### config.mk
export PLATFORM = sky130hd
export DESIGN_NAME = sha256_message_digest_core_flat
export DESIGN_NICKNAME = d
export VERILOG_FILES = /design/src/design/sha256_pkg.sv /design/src/design/sha256_ifs.sv /design/src/design/sha256_message_digest_core.sv /design/src/flat_wrapper.sv
export SDC_FILE = /design/constraint.sdc
export NUM_CORES = 2
export LEC_CHECK = 0
export BUFFER_PORTS_ARGS = -buffer_cell sky130_fd_sc_hd__buf_2
export CAP_MARGIN = 20
export CORE_AREA = 8 8 469 471
export CTS_CLUSTER_DIAMETER = 80
export DETAILED_ROUTE_END_ITERATION = 8
export DIE_AREA = 0 0 477 479
export PLACE_DENSITY = 0.51
export SETUP_SLACK_MARGIN = 0.5
export SYNTH_ARGS = -nofsm -noshare
export SYNTH_HDL_FRONTEND = slang
export SYNTH_SLANG_ARGS = --single-unit
### constraint.sdc
create_clock -name clk -period 43.7 [get_ports clk]
set_clock_uncertainty 0.05 [all_clocks]
set_input_delay 2.185 -clock clk [delete_from_list [all_inputs] [get_ports clk]]
set_output_delay 2.185 -clock clk [all_outputs]
set_load 0.1 [all_outputs]
### src/design/sha256_pkg.sv
// ============================================================================
// sha256_pkg
// shared types, sizes, round constants and mixing functions for the
// streaming sha-256 core
// ============================================================================
package sha256_pkg;

    typedef logic [31:0] word_t;
    typedef logic [7:0]  byte_t;
    typedef logic [2:0]  dig_index_t;

    localparam int BLOCK_WORDS = 16;
    localparam int BLOCK_BYTES = 64;
    localparam int CHAIN_WORDS = 8;
    localparam int ROUNDS      = 64;
    localparam int LEN_BYTES   = 8;
    localparam int BYTE_CNT_W  = 61;

    localparam byte_t PAD_MARKER = 8'h80;

    function automatic word_t rotr(input word_t x, input int unsigned n);
        begin
            rotr = (x >> n) | (x << (32 - n));
        end
    endfunction

    function automatic word_t big_sigma0(input word_t x);
        begin
            big_sigma0 = rotr(x, 2) ^ rotr(x, 13) ^ rotr(x, 22);
        end
    endfunction

    function automatic word_t big_sigma1(input word_t x);
        begin
            big_sigma1 = rotr(x, 6) ^ rotr(x, 11) ^ rotr(x, 25);
        end
    endfunction

    function automatic word_t small_sigma0(input word_t x);
        begin
            small_sigma0 = rotr(x, 7) ^ rotr(x, 18) ^ (x >> 3);
        end
    endfunction

    function automatic word_t small_sigma1(input word_t x);
        begin
            small_sigma1 = rotr(x, 17) ^ rotr(x, 19) ^ (x >> 10);
        end
    endfunction

    // initial hash values
    function automatic word_t init_hash(input logic [2:0] idx);
        begin
            case (idx)
                3'd0:    init_hash = 32'h6a09e667;
                3'd1:    init_hash = 32'hbb67ae85;
                3'd2:    init_hash = 32'h3c6ef372;
                3'd3:    init_hash = 32'ha54ff53a;
                3'd4:    init_hash = 32'h510e527f;
                3'd5:    init_hash = 32'h9b05688c;
                3'd6:    init_hash = 32'h1f83d9ab;
                3'd7:    init_hash = 32'h5be0cd19;
                default: init_hash = 32'h6a09e667;
            endcase
        end
    endfunction

    // round constants
    function automatic word_t round_k(input logic [5:0] idx);
        begin
            case (idx)
                6'd0:    round_k = 32'h428a2f98;
                6'd1:    round_k = 32'h71374491;
                6'd2:    round_k = 32'hb5c0fbcf;
                6'd3:    round_k = 32'he9b5dba5;
                6'd4:    round_k = 32'h3956c25b;
                6'd5:    round_k = 32'h59f111f1;
                6'd6:    round_k = 32'h923f82a4;
                6'd7:    round_k = 32'hab1c5ed5;
                6'd8:    round_k = 32'hd807aa98;
                6'd9:    round_k = 32'h12835b01;
                6'd10:   round_k = 32'h243185be;
                6'd11:   round_k = 32'h550c7dc3;
                6'd12:   round_k = 32'h72be5d74;
                6'd13:   round_k = 32'h80deb1fe;
                6'd14:   round_k = 32'h9bdc06a7;
                6'd15:   round_k = 32'hc19bf174;
                6'd16:   round_k = 32'he49b69c1;
                6'd17:   round_k = 32'hefbe4786;
                6'd18:   round_k = 32'h0fc19dc6;
                6'd19:   round_k = 32'h240ca1cc;
                6'd20:   round_k = 32'h2de92c6f;
                6'd21:   round_k = 32'h4a7484aa;
                6'd22:   round_k = 32'h5cb0a9dc;
                6'd23:   round_k = 32'h76f988da;
                6'd24:   round_k = 32'h983e5152;
                6'd25:   round_k = 32'ha831c66d;
                6'd26:   round_k = 32'hb00327c8;
                6'd27:   round_k = 32'hbf597fc7;
                6'd28:   round_k = 32'hc6e00bf3;
                6'd29:   round_k = 32'hd5a79147;
                6'd30:   round_k = 32'h06ca6351;
                6'd31:   round_k = 32'h14292967;
                6'd32:   round_k = 32'h27b70a85;
                6'd33:   round_k = 32'h2e1b2138;
                6'd34:   round_k = 32'h4d2c6dfc;
                6'd35:   round_k = 32'h53380d13;
                6'd36:   round_k = 32'h650a7354;
                6'd37:   round_k = 32'h766a0abb;
                6'd38:   round_k = 32'h81c2c92e;
                6'd39:   round_k = 32'h92722c85;
                6'd40:   round_k = 32'ha2bfe8a1;
                6'd41:   round_k = 32'ha81a664b;
                6'd42:   round_k = 32'hc24b8b70;
                6'd43:   round_k = 32'hc76c51a3;
                6'd44:   round_k = 32'hd192e819;
                6'd45:   round_k = 32'hd6990624;
                6'd46:   round_k = 32'hf40e3585;
                6'd47:   round_k = 32'h106aa070;
                6'd48:   round_k = 32'h19a4c116;
                6'd49:   round_k = 32'h1e376c08;
                6'd50:   round_k = 32'h2748774c;
                6'd51:   round_k = 32'h34b0bcb5;
                6'd52:   round_k = 32'h391c0cb3;
                6'd53:   round_k = 32'h4ed8aa4a;
                6'd54:   round_k = 32'h5b9cca4f;
                6'd55:   round_k = 32'h682e6ff3;
                6'd56:   round_k = 32'h748f82ee;
                6'd57:   round_k = 32'h78a5636f;
                6'd58:   round_k = 32'h84c87814;
                6'd59:   round_k = 32'h8cc70208;
                6'd60:   round_k = 32'h90befffa;
                6'd61:   round_k = 32'ha4506ceb;
                6'd62:   round_k = 32'hbef9a3f7;
                6'd63:   round_k = 32'hc67178f2;
                default: round_k = 32'h428a2f98;
            endcase
        end
    endfunction

endpackage

### src/design/sha256_ifs.sv
// ============================================================================
// sha256 channel interfaces
// valid/ready channels for message bytes and digest words
// ============================================================================
interface sha256_msg_if;
    logic                valid;
    logic                ready;
    sha256_pkg::byte_t   data_byte;
    logic                byte_valid;
    logic                end_of_message;

    modport source (output valid, output data_byte, output byte_valid,
                    output end_of_message, input ready);
    modport sink   (input valid, input data_byte, input byte_valid,
                    input end_of_message, output ready);
endinterface

interface sha256_dig_if;
    logic                   valid;
    logic                   ready;
    sha256_pkg::word_t      digest_word;
    sha256_pkg::dig_index_t word_index;
    logic                   last_word;
    logic                   too_long;

    modport source (output valid, output digest_word, output word_index,
                    output last_word, output too_long, input ready);
    modport sink   (input valid, input digest_word, input word_index,
                    input last_word, input too_long, output ready);
endinterface

### src/design/sha256_message_digest_core.sv
// ============================================================================
// sha256_message_digest_core
// streaming sha-256: bytes in, eight digest words out per message
// ============================================================================
// Each input word carries at most one message byte and an end-of-message
// mark. Bytes are packed big-endian into a 16-entry block memory at one
// byte per cycle. When the 64th byte of a block arrives, input is held off
// while the chaining state is read from an 8-entry memory, the 64 rounds
// run on a single round unit (message words come from the block memory for
// rounds 0..15 and from a 16-word schedule line afterwards), and the
// result is added back into the chaining memory. At end of message a
// padding sweep writes the 0x80 marker, zeros and the 64-bit bit length
// into the block memory from the marker's word on, followed by one
// compression, or two if 8 or fewer byte slots remained. The eight digest
// words then leave one at a time, each read from the chaining memory into
// the output register and held until the consumer takes it, and the block
// is ready for the next message. No clearing pass is needed after reset:
// the first block of each message takes the initial hash values from a
// constant table instead of the chaining memory. Messages of 2^61 bytes
// or more wrap the length and mark every digest word with too_long.
// ============================================================================
module sha256_message_digest_core (
    input  logic              clk,
    input  logic              rst_n,
    sha256_msg_if.sink        msg,
    sha256_dig_if.source      digest
);

    typedef enum logic [2:0] {
        S_IDLE,     // taking message bytes
        S_PAD,      // padding sweep over the block memory
        S_LOAD,     // chaining state into working registers
        S_ROUND,    // 64 compression rounds
        S_FIN,      // add working registers into chaining state
        S_ORD,      // read a digest word
        S_OLD,      // load the output register
        S_OWT       // wait for the consumer
    } state_t;

    localparam logic [3:0] STEP_LAST   = 4'(sha256_pkg::CHAIN_WORDS);
    localparam logic [5:0] ROUND_LAST  = 6'(sha256_pkg::ROUNDS - 1);
    localparam logic [5:0] POS_LAST    = 6'(sha256_pkg::BLOCK_BYTES - 1);
    localparam logic [5:0] PAD_LIMIT   = 6'(sha256_pkg::BLOCK_BYTES - sha256_pkg::LEN_BYTES);
    localparam logic [3:0] BLK_LAST    = 4'(sha256_pkg::BLOCK_WORDS - 1);
    localparam logic [3:0] LEN_HI_IDX  = 4'(sha256_pkg::BLOCK_WORDS - 2);
    localparam logic [2:0] DIG_LAST    = 3'(sha256_pkg::CHAIN_WORDS - 1);
    localparam int         CW          = sha256_pkg::BYTE_CNT_W;

    // memories
    sha256_pkg::word_t blk_mem   [sha256_pkg::BLOCK_WORDS];
    sha256_pkg::word_t chain_mem [sha256_pkg::CHAIN_WORDS];
    sha256_pkg::word_t blk_q_reg;
    sha256_pkg::word_t chain_q_reg;

    logic              blk_we;
    logic [3:0]        blk_waddr;
    sha256_pkg::word_t blk_wdata;
    logic [3:0]        blk_raddr;
    logic              chain_we;
    logic [2:0]        chain_waddr;
    sha256_pkg::word_t chain_wdata;
    logic [2:0]        chain_raddr;

    // control
    state_t            state_reg, state_next;
    logic [3:0]        step_reg, step_next;
    logic [5:0]        round_reg, round_next;
    logic [3:0]        pad_idx_reg, pad_idx_next;
    logic [3:0]        pad_start_reg, pad_start_next;
    logic [1:0]        pad_lane_reg, pad_lane_next;
    logic              first_sweep_reg, first_sweep_next;
    logic              need_extra_reg, need_extra_next;
    logic              padded_reg, padded_next;
    logic              end_pend_reg, end_pend_next;
    logic              first_blk_reg, first_blk_next;
    logic [CW-1:0]     byte_cnt_reg, byte_cnt_next;
    logic              overflow_reg, overflow_next;

    // output register
    logic              out_valid_reg, out_valid_next;
    sha256_pkg::word_t out_word_reg, out_word_next;
    logic [2:0]        out_idx_reg, out_idx_next;
    logic              out_last_reg, out_last_next;
    logic              out_long_reg, out_long_next;

    // datapath
    sha256_pkg::word_t pack_reg, pack_next;
    sha256_pkg::word_t v_reg [sha256_pkg::CHAIN_WORDS];
    sha256_pkg::word_t v_next [sha256_pkg::CHAIN_WORDS];
    sha256_pkg::word_t sched_reg [sha256_pkg::BLOCK_WORDS];
    sha256_pkg::word_t sched_next [sha256_pkg::BLOCK_WORDS];
    sha256_pkg::word_t wsch_reg, wsch_next;

    logic              accept;
    logic [5:0]        pos;
    logic [1:0]        lane;
    sha256_pkg::word_t byte_word;
    sha256_pkg::word_t pack_new;
    logic [CW:0]       cnt_inc;
    logic [CW-1:0]     cnt_after;
    logic [5:0]        pad_pos;
    logic              start_pad;
    sha256_pkg::word_t marker;
    sha256_pkg::word_t pad_word;
    sha256_pkg::word_t pad_data;
    logic              len_block;
    sha256_pkg::word_t chain_base;
    sha256_pkg::word_t w_cur;
    sha256_pkg::word_t t1;
    sha256_pkg::word_t t2;
    sha256_pkg::word_t ch;
    sha256_pkg::word_t maj;
    sha256_pkg::word_t load_val;

    assign accept = msg.valid && msg.ready;

    // byte packing, big-endian within each word
    assign pos       = byte_cnt_reg[5:0];
    assign lane      = pos[1:0];
    assign byte_word = 32'(msg.data_byte) << {~lane, 3'b000};
    assign pack_new  = (lane == 2'd0) ? byte_word : (pack_reg | byte_word);
    assign cnt_inc   = {1'b0, byte_cnt_reg} + {{CW{1'b0}}, 1'b1};
    assign cnt_after = msg.byte_valid ? cnt_inc[CW-1:0] : byte_cnt_reg;

    // padding starts at the position after any byte of this word
    assign pad_pos = (state_reg == S_IDLE) ? cnt_after[5:0] : byte_cnt_reg[5:0];

    // padding sweep data
    assign marker    = 32'(sha256_pkg::PAD_MARKER) << {~pad_lane_reg, 3'b000};
    assign pad_word  = (pad_lane_reg == 2'd0) ? marker : (pack_reg | marker);
    assign len_block = !(first_sweep_reg && need_extra_reg);

    always_comb
    begin
        if (first_sweep_reg && (pad_idx_reg == pad_start_reg))
        begin
            pad_data = pad_word;
        end
        else if (len_block && (pad_idx_reg == LEN_HI_IDX))
        begin
            pad_data = byte_cnt_reg[CW-1:CW-32];
        end
        else if (len_block && (pad_idx_reg == BLK_LAST))
        begin
            pad_data = {byte_cnt_reg[CW-33:0], 3'b000};
        end
        else
        begin
            pad_data = '0;
        end
    end

    // chaining value seen by load and write-back; first block uses the table
    assign chain_base = first_blk_reg ? sha256_pkg::init_hash(step_reg[2:0] - 3'd1)
                                      : chain_q_reg;

    // control sequencer
    always_comb
    begin
        state_next       = state_reg;
        step_next        = step_reg;
        round_next       = round_reg;
        pad_idx_next     = pad_idx_reg;
        pad_start_next   = pad_start_reg;
        pad_lane_next    = pad_lane_reg;
        first_sweep_next = first_sweep_reg;
        need_extra_next  = need_extra_reg;
        padded_next      = padded_reg;
        end_pend_next    = end_pend_reg;
        first_blk_next   = first_blk_reg;
        byte_cnt_next    = byte_cnt_reg;
        overflow_next    = overflow_reg;
        out_valid_next   = out_valid_reg;
        out_word_next    = out_word_reg;
        out_idx_next     = out_idx_reg;
        out_last_next    = out_last_reg;
        out_long_next    = out_long_reg;
        start_pad        = 1'b0;
        blk_we           = 1'b0;
        blk_waddr        = pos[5:2];
        blk_wdata        = pack_new;
        blk_raddr        = '0;
        chain_we         = 1'b0;
        chain_waddr      = step_reg[2:0] - 3'd1;
        chain_wdata      = chain_base + v_reg[0];
        chain_raddr      = step_reg[2:0];

        case (state_reg)
            S_IDLE:
            begin
                if (accept)
                begin
                    if (msg.byte_valid)
                    begin
                        blk_we        = (lane == 2'd3);
                        byte_cnt_next = cnt_inc[CW-1:0];
                        if (cnt_inc[CW])
                        begin
                            overflow_next = 1'b1;
                        end
                    end
                    if (msg.byte_valid && (pos == POS_LAST))
                    begin
                        state_next    = S_LOAD;
                        step_next     = '0;
                        end_pend_next = msg.end_of_message;
                    end
                    else if (msg.end_of_message)
                    begin
                        start_pad = 1'b1;
                    end
                end
            end

            S_PAD:
            begin
                blk_we    = 1'b1;
                blk_waddr = pad_idx_reg;
                blk_wdata = pad_data;
                if (pad_idx_reg == BLK_LAST)
                begin
                    state_next = S_LOAD;
                    step_next  = '0;
                end
                else
                begin
                    pad_idx_next = pad_idx_reg + 4'd1;
                end
            end

            S_LOAD:
            begin
                if (step_reg == STEP_LAST)
                begin
                    state_next = S_ROUND;
                    round_next = '0;
                end
                else
                begin
                    step_next = step_reg + 4'd1;
                end
            end

            S_ROUND:
            begin
                blk_raddr = round_reg[3:0] + 4'd1;
                if (round_reg == ROUND_LAST)
                begin
                    state_next = S_FIN;
                    step_next  = '0;
                end
                else
                begin
                    round_next = round_reg + 6'd1;
                end
            end

            S_FIN:
            begin
                chain_we = (step_reg != 4'd0);
                if (step_reg == STEP_LAST)
                begin
                    first_blk_next = 1'b0;
                    if (!end_pend_reg)
                    begin
                        state_next = S_IDLE;
                    end
                    else if (!padded_reg)
                    begin
                        start_pad = 1'b1;
                    end
                    else if (first_sweep_reg && need_extra_reg)
                    begin
                        // length did not fit: second block of zeros and length
                        state_next       = S_PAD;
                        pad_idx_next     = '0;
                        first_sweep_next = 1'b0;
                    end
                    else
                    begin
                        state_next   = S_ORD;
                        out_idx_next = '0;
                    end
                end
                else
                begin
                    step_next = step_reg + 4'd1;
                end
            end

            S_ORD:
            begin
                chain_raddr = out_idx_reg;
                state_next  = S_OLD;
            end

            S_OLD:
            begin
                out_valid_next = 1'b1;
                out_word_next  = chain_q_reg;
                out_last_next  = (out_idx_reg == DIG_LAST);
                out_long_next  = overflow_reg;
                state_next     = S_OWT;
            end

            S_OWT:
            begin
                if (digest.ready)
                begin
                    out_valid_next = 1'b0;
                    if (out_idx_reg == DIG_LAST)
                    begin
                        state_next     = S_IDLE;
                        byte_cnt_next  = '0;
                        overflow_next  = 1'b0;
                        first_blk_next = 1'b1;
                        end_pend_next  = 1'b0;
                        padded_next    = 1'b0;
                    end
                    else
                    begin
                        out_idx_next = out_idx_reg + 3'd1;
                        state_next   = S_ORD;
                    end
                end
            end

            default:
            begin
                state_next = S_IDLE;
            end
        endcase

        if (start_pad)
        begin
            state_next       = S_PAD;
            pad_idx_next     = pad_pos[5:2];
            pad_start_next   = pad_pos[5:2];
            pad_lane_next    = pad_pos[1:0];
            first_sweep_next = 1'b1;
            need_extra_next  = (pad_pos >= PAD_LIMIT);
            padded_next      = 1'b1;
            end_pend_next    = 1'b1;
        end
    end

    // round unit and message schedule
    assign w_cur = (round_reg[5:4] == 2'd0) ? blk_q_reg : wsch_reg;
    assign ch    = (v_reg[4] & v_reg[5]) ^ (~v_reg[4] & v_reg[6]);
    assign maj   = (v_reg[0] & v_reg[1]) ^ (v_reg[0] & v_reg[2]) ^ (v_reg[1] & v_reg[2]);
    assign t1    = v_reg[7] + sha256_pkg::big_sigma1(v_reg[4]) + ch
                   + sha256_pkg::round_k(round_reg) + w_cur;
    assign t2    = sha256_pkg::big_sigma0(v_reg[0]) + maj;
    assign load_val = chain_base;

    always_comb
    begin
        pack_next  = pack_reg;
        wsch_next  = wsch_reg;
        v_next     = v_reg;
        sched_next = sched_reg;

        if ((state_reg == S_IDLE) && accept && msg.byte_valid)
        begin
            pack_next = pack_new;
        end

        case (state_reg)
            S_LOAD, S_FIN:
            begin
                // working registers shift towards entry 0 as words pass
                if (step_reg != 4'd0)
                begin
                    for (int i = 0; i < sha256_pkg::CHAIN_WORDS - 1; i++)
                    begin
                        v_next[i] = v_reg[i + 1];
                    end
                    v_next[sha256_pkg::CHAIN_WORDS - 1] = load_val;
                end
            end

            S_ROUND:
            begin
                v_next[7] = v_reg[6];
                v_next[6] = v_reg[5];
                v_next[5] = v_reg[4];
                v_next[4] = v_reg[3] + t1;
                v_next[3] = v_reg[2];
                v_next[2] = v_reg[1];
                v_next[1] = v_reg[0];
                v_next[0] = t1 + t2;
                for (int j = 0; j < sha256_pkg::BLOCK_WORDS - 1; j++)
                begin
                    sched_next[j] = sched_reg[j + 1];
                end
                sched_next[sha256_pkg::BLOCK_WORDS - 1] = w_cur;
                // schedule word for the next round
                wsch_next = sha256_pkg::small_sigma1(sched_reg[15]) + sched_reg[10]
                            + sha256_pkg::small_sigma0(sched_reg[2]) + sched_reg[1];
            end

            default:
            begin
                wsch_next = wsch_reg;
            end
        endcase
    end

    // control and output registers
    always_ff @(posedge clk or negedge rst_n)
    begin
        if (!rst_n)
        begin
            state_reg       <= S_IDLE;
            step_reg        <= '0;
            round_reg       <= '0;
            pad_idx_reg     <= '0;
            pad_start_reg   <= '0;
            pad_lane_reg    <= '0;
            first_sweep_reg <= 1'b0;
            need_extra_reg  <= 1'b0;
            padded_reg      <= 1'b0;
            end_pend_reg    <= 1'b0;
            first_blk_reg   <= 1'b1;
            byte_cnt_reg    <= '0;
            overflow_reg    <= 1'b0;
            out_valid_reg   <= 1'b0;
            out_word_reg    <= '0;
            out_idx_reg     <= '0;
            out_last_reg    <= 1'b0;
            out_long_reg    <= 1'b0;
        end
        else
        begin
            state_reg       <= state_next;
            step_reg        <= step_next;
            round_reg       <= round_next;
            pad_idx_reg     <= pad_idx_next;
            pad_start_reg   <= pad_start_next;
            pad_lane_reg    <= pad_lane_next;
            first_sweep_reg <= first_sweep_next;
            need_extra_reg  <= need_extra_next;
            padded_reg      <= padded_next;
            end_pend_reg    <= end_pend_next;
            first_blk_reg   <= first_blk_next;
            byte_cnt_reg    <= byte_cnt_next;
            overflow_reg    <= overflow_next;
            out_valid_reg   <= out_valid_next;
            out_word_reg    <= out_word_next;
            out_idx_reg     <= out_idx_next;
            out_last_reg    <= out_last_next;
            out_long_reg    <= out_long_next;
        end
    end

    // datapath registers, no reset needed
    always_ff @(posedge clk)
    begin
        pack_reg  <= pack_next;
        wsch_reg  <= wsch_next;
        v_reg     <= v_next;
        sched_reg <= sched_next;
    end

    // block memory: one write port, one registered read port
    always_ff @(posedge clk)
    begin
        if (blk_we)
        begin
            blk_mem[blk_waddr] <= blk_wdata;
        end
        blk_q_reg <= blk_mem[blk_raddr];
    end

    // chaining memory: one write port, one registered read port
    always_ff @(posedge clk)
    begin
        if (chain_we)
        begin
            chain_mem[chain_waddr] <= chain_wdata;
        end
        chain_q_reg <= chain_mem[chain_raddr];
    end

    assign msg.ready          = (state_reg == S_IDLE);
    assign digest.valid       = out_valid_reg;
    assign digest.digest_word = out_word_reg;
    assign digest.word_index  = out_idx_reg;
    assign digest.last_word   = out_last_reg;
    assign digest.too_long    = out_long_reg;

endmodule

### src/flat_wrapper.sv
// flat-port wrapper written by rule: the top's interface ports become plain ports
module sha256_message_digest_core_flat 
  (clk, rst_n, msg_valid, msg_data_byte, msg_byte_valid, msg_end_of_message, msg_ready, digest_valid, digest_digest_word, digest_word_index, digest_last_word, digest_too_long, digest_ready);
  sha256_msg_if msg_i ();
  sha256_dig_if digest_i ();
  input  logic clk;
  input  logic rst_n;
  input wire logic [$bits(msg_i.valid)-1:0] msg_valid;
  input wire logic [$bits(msg_i.data_byte)-1:0] msg_data_byte;
  input wire logic [$bits(msg_i.byte_valid)-1:0] msg_byte_valid;
  input wire logic [$bits(msg_i.end_of_message)-1:0] msg_end_of_message;
  output wire logic [$bits(msg_i.ready)-1:0] msg_ready;
  output wire logic [$bits(digest_i.valid)-1:0] digest_valid;
  output wire logic [$bits(digest_i.digest_word)-1:0] digest_digest_word;
  output wire logic [$bits(digest_i.word_index)-1:0] digest_word_index;
  output wire logic [$bits(digest_i.last_word)-1:0] digest_last_word;
  output wire logic [$bits(digest_i.too_long)-1:0] digest_too_long;
  input wire logic [$bits(digest_i.ready)-1:0] digest_ready;
  assign msg_i.valid = msg_valid;
  assign msg_i.data_byte = msg_data_byte;
  assign msg_i.byte_valid = msg_byte_valid;
  assign msg_i.end_of_message = msg_end_of_message;
  assign msg_ready = msg_i.ready;
  assign digest_valid = digest_i.valid;
  assign digest_digest_word = digest_i.digest_word;
  assign digest_word_index = digest_i.word_index;
  assign digest_last_word = digest_i.last_word;
  assign digest_too_long = digest_i.too_long;
  assign digest_i.ready = digest_ready;
  sha256_message_digest_core u_core (.clk(clk), .rst_n(rst_n), .msg(msg_i), .digest(digest_i));
endmodule
==> results by group <==
Run status
  – Run status: finished, final reports clean

Placement
  – Number of cells after detailed placement: 9,082
  – Detailed-placement wirelength estimate: 163.9 mm
  – Placer congestion estimate: 0.9315
  – Setup WS pre-CTS: 33.58 ns
  – Port-buffer cells: 52

STA
  – Pins Over Slew Limit: 0
  – Hold violation total from the final report: 0
  – Unrepaired setup endpoints after global routing: no
  – Actual slew at the worst max-slew pin: 1.189 ns
  – Clock period minus worst slack: 10.39 ns
  – Setup TNS Final: 0 ns
  – Worst setup slack after layout: 33.31 ns
  – Final setup viols: 0
  – Worst hold slack: 0.3031 ns
  – Part of the cycle the worst path needs: 0.2377
  – Worst slew margin: 0.2022
  – Max Freq: 96.29 MHz

Worst hold path
  – Hold Crit Class: flip-flop to flip-flop

Global route
  – Global route total overflow: 0
  – Pin count of the biggest net entering global routing: 175
  – Antenna violations before repair: 16
  – Wire length of the first global-routing pass: 360.6 mm
  – Via count of the first global-routing pass: 51,610
  – Global-route usage over all layers: 0.2093

Cells and area
  – Net count of the finished layout: 6,837
  – Signed area change from the synthesized netlist to the final layout: 12.44%
  – Fraction of final layout cells sized beyond drive strength 1: 0.1377
  – Count of non-filler cells in the finished layout: 9,462
  – Flip-flop count of the largest register, all copies and words added: 512

Die
  – Die Y-Extent: 479 um
  – Initial cell density of the core: 0.3959
  – Die area: 228,500 um^2
  – Ports: 53
  – Die Wd: 477 um
  – Std cell rows: 170
  – Core area: 212,900 um^2

CTS
  – Number of H-tree branching levels: 4
  – Number of buffers added by the clock tree synthesis step: 195
  – Setup repair bufs after CTS: 0
  – Sinks on Clock Net: 1,760
  – Buffer levels on the longest clock path: 3
  – Cell chosen for the clock root: sky130_fd_sc_hd__clkbuf_16
  – Post-CTS clock slew at the launch and capture registers of the worst setup and hold paths: 0.06 ns
  – Clk_lat worst skew: 0.86 ns
  – Clock tree from TritonCTS: done
  – Number of gates given a new drive strength after cts: 0
  – Hold buffers post-CTS: 0

Yosys
  – Share of synthesized area occupied by flip-flops and latches: 0.6118
  – Fraction of registers with async set/reset: 0.07273
  – Nets in the synthesized netlist: 6,817
  – Synthesized area: 84,290 um^2
  – FF+latch count, synth: 1,760
  – Number of distinct standard cells referenced by the synthesized netlist: 99
  – Cell count after synthesis: 6,427
  – Number of synthesized flops with an enable pin: 1,568
  – Most common flop cell mapped by yosys: sky130_fd_sc_hd__edfxtp_1
  – Mean Syn Cell Area: 13.11 um^2
  – Number of warnings issued by yosys: 0

Detailed routing
  – Number of remaining DRC errors: 0
  – Antenna Nets Post-Route: 0
  – Via/cell ratio: 5.568
  – Total Wirelength: 246.7 mm
  – Detail-routed net length per standard cell: 26.08 um
  – Via Count: 52,690
  – Drt first-iter violations: 5,298
  – 1st-pass router iterations: 5

Setup path
  – Kind of launch point of the worst setup path: flip-flop
  – Biggest cell delay along the critical path: 0.92 ns
  – Worst Path Class, Setup: flip-flop to flip-flop
  – CP arrival: 10.91 ns
  – Buf+Inv Stages, Crit Path: 3
  – Worst-path cell with the longest stage delay: sky130_fd_sc_hd__ha_4
  – Worst setup EP type: flip-flop
  – Most frequent CP cell: sky130_fd_sc_hd__a21oi_1
  – Crit path max fanout: 50
  – Worst Path Required: 44.23 ns
  – Critical path's top delay family: compound AO/OA/AOI/OAI gates

Power and ir drop
  – Largest vdd supply drop: 0.03979 mV
  – Lkg Pwr: 0.03388 uW
  – Power density cells: 36.96 nW/um^2

Run
  – Reported max-cap violation count: 0
## stage by stage
step | instance area (um^2) | total power [uW] | util
5_1_grt | 94760 | 3606 | 0.4451
3_5_place_dp | 88000 | 1851 | 0.4133
3_3_place_gp | 87960 | 1851 | 0.4131
2_1_floorplan | 84290 | 1845 | -
4_1_cts | 94670 | 3545 | 0.4447
6_report | 94770 | 3503 | 0.4451
## synth_stat cells, types with 64 or more instances
cell type                     n  share of area
sky130_fd_sc_hd__nor2_1     271          0.012
sky130_fd_sc_hd__dfrtp_1    127          0.038
sky130_fd_sc_hd__nand3_1    107         0.0064
sky130_fd_sc_hd__mux2_2     274          0.037
sky130_fd_sc_hd__inv_1      212         0.0094
sky130_fd_sc_hd__ha_1       188          0.028
sky130_fd_sc_hd__xnor2_1    330          0.034
sky130_fd_sc_hd__clkbuf_1   307          0.014
sky130_fd_sc_hd__mux4_2      69          0.018
sky130_fd_sc_hd__a31oi_1     71         0.0053
sky130_fd_sc_hd__dfxtp_1     64          0.015
sky130_fd_sc_hd__a21oi_1    374          0.022
sky130_fd_sc_hd__xor2_1      97          0.010
sky130_fd_sc_hd__fa_1       188          0.045
sky130_fd_sc_hd__a21o_1      85         0.0076
sky130_fd_sc_hd__o21ai_0    345          0.020
sky130_fd_sc_hd__nand2b_1    68         0.0050
sky130_fd_sc_hd__mux2i_1     88          0.010
sky130_fd_sc_hd__edfxtp_1  1568           0.56
sky130_fd_sc_hd__nand2_1    841          0.037
## area by class of cell
class                   instances  area (um^2)
inverters                     216        819.5
clock inverters               101         1324
fillers                     19310       118100
multi-input cells            4092        30840
flip-flops and latches       1760        51580
repair buffers                182         1290
well taps                    2838         3551
clock buffers                 267         5353
diodes                          6        15.01
## worst paths after layout
kind	cells after the start	from	to	slack, ns
max	33	u_core.round_reg[1]$_DFFE_PN0P_	u_core.v_reg[251]$_DFFE_PP_	33.31
min	0	u_core.sched_reg[197]$_DFFE_PP_	u_core.sched_reg[229]$_DFFE_PP_	0.30
max reg2reg	33	u_core.round_reg[1]$_DFFE_PN0P_	u_core.v_reg[251]$_DFFE_PP_	33.31
min reg2reg	0	u_core.sched_reg[197]$_DFFE_PP_	u_core.sched_reg[229]$_DFFE_PP_	0.30
max in group asynchronous	2	rst_n	u_core.byte_cnt_reg[30]$_DFFE_PN0P_	40.88
min in group asynchronous	1	rst_n	u_core.digest.valid$_DFFE_PN0P_	1.30
## where the power goes
group / leakage [uW] / internal (uW) / switching (uW)
sequential: 0.0164 / 1810 / 0
combinational: 0.0142 / 1.36 / 6.44
clock: 0.00320 / 985 / 702
total: 0.0339 / 2790 / 709
## cells by family after synthesis
logic type	share of synthesized area
xor gates and xnor gates	0.04437
DFF	0.6118
muxes	0.06549
buffers and inverters	0.02601
and+or+nand+nor	0.08111
AOI/OAI and AO/OA	0.09566
adders and majority gates	0.07553
## cells in the final DEF (no fill, tap or decap), types with 69 or more instances in the layout
master | Yosys | routed
sky130_fd_sc_hd__a21o_1 | 85 | 85
sky130_fd_sc_hd__a21oi_1 | 374 | 374
sky130_fd_sc_hd__a31oi_1 | 71 | 71
sky130_fd_sc_hd__buf_4 | 3 | 124
sky130_fd_sc_hd__clkbuf_16 | 0 | 197
sky130_fd_sc_hd__dfrtp_1 | 127 | 122
sky130_fd_sc_hd__edfxtp_1 | 1568 | 1568
sky130_fd_sc_hd__fa_1 | 188 | 188
sky130_fd_sc_hd__ha_1 | 188 | 186
sky130_fd_sc_hd__inv_1 | 212 | 211
sky130_fd_sc_hd__mux2_2 | 274 | 274
sky130_fd_sc_hd__mux2i_1 | 88 | 85
sky130_fd_sc_hd__mux4_2 | 69 | 69
sky130_fd_sc_hd__nand2_1 | 841 | 839
sky130_fd_sc_hd__nand3_1 | 107 | 106
sky130_fd_sc_hd__nor2_1 | 271 | 247
sky130_fd_sc_hd__o21ai_0 | 345 | 342
sky130_fd_sc_hd__xnor2_1 | 330 | 330
sky130_fd_sc_hd__xor2_1 | 97 | 97
## worst register-to-register path, delay by kind of cell (launching register included)
family	cells	cell delay (ns)
buffers and inverters	3	0.58
DFF	1	0.83
AOI/OAI and AO/OA	18	4.24
and+or+nand+nor	3	0.66
xor gates and xnor gates	2	0.40
adders and majority gates	7	3.36
## routing by layer
| metal | track usage | routed length [um] | vias up |
|---|---|---|---|
| met2 | 0.3220 | 111300 | 1564 |
| met1 | 0.3129 | 115900 | 27110 |
| met4 | 0.04992 | 5642 | 4 |
| li1 | - | - | 23700 |
| met3 | 0.03156 | 13860 | 311 |
| met5 | 0 | 31 | - |
Power figures use the tool's default switching activity.
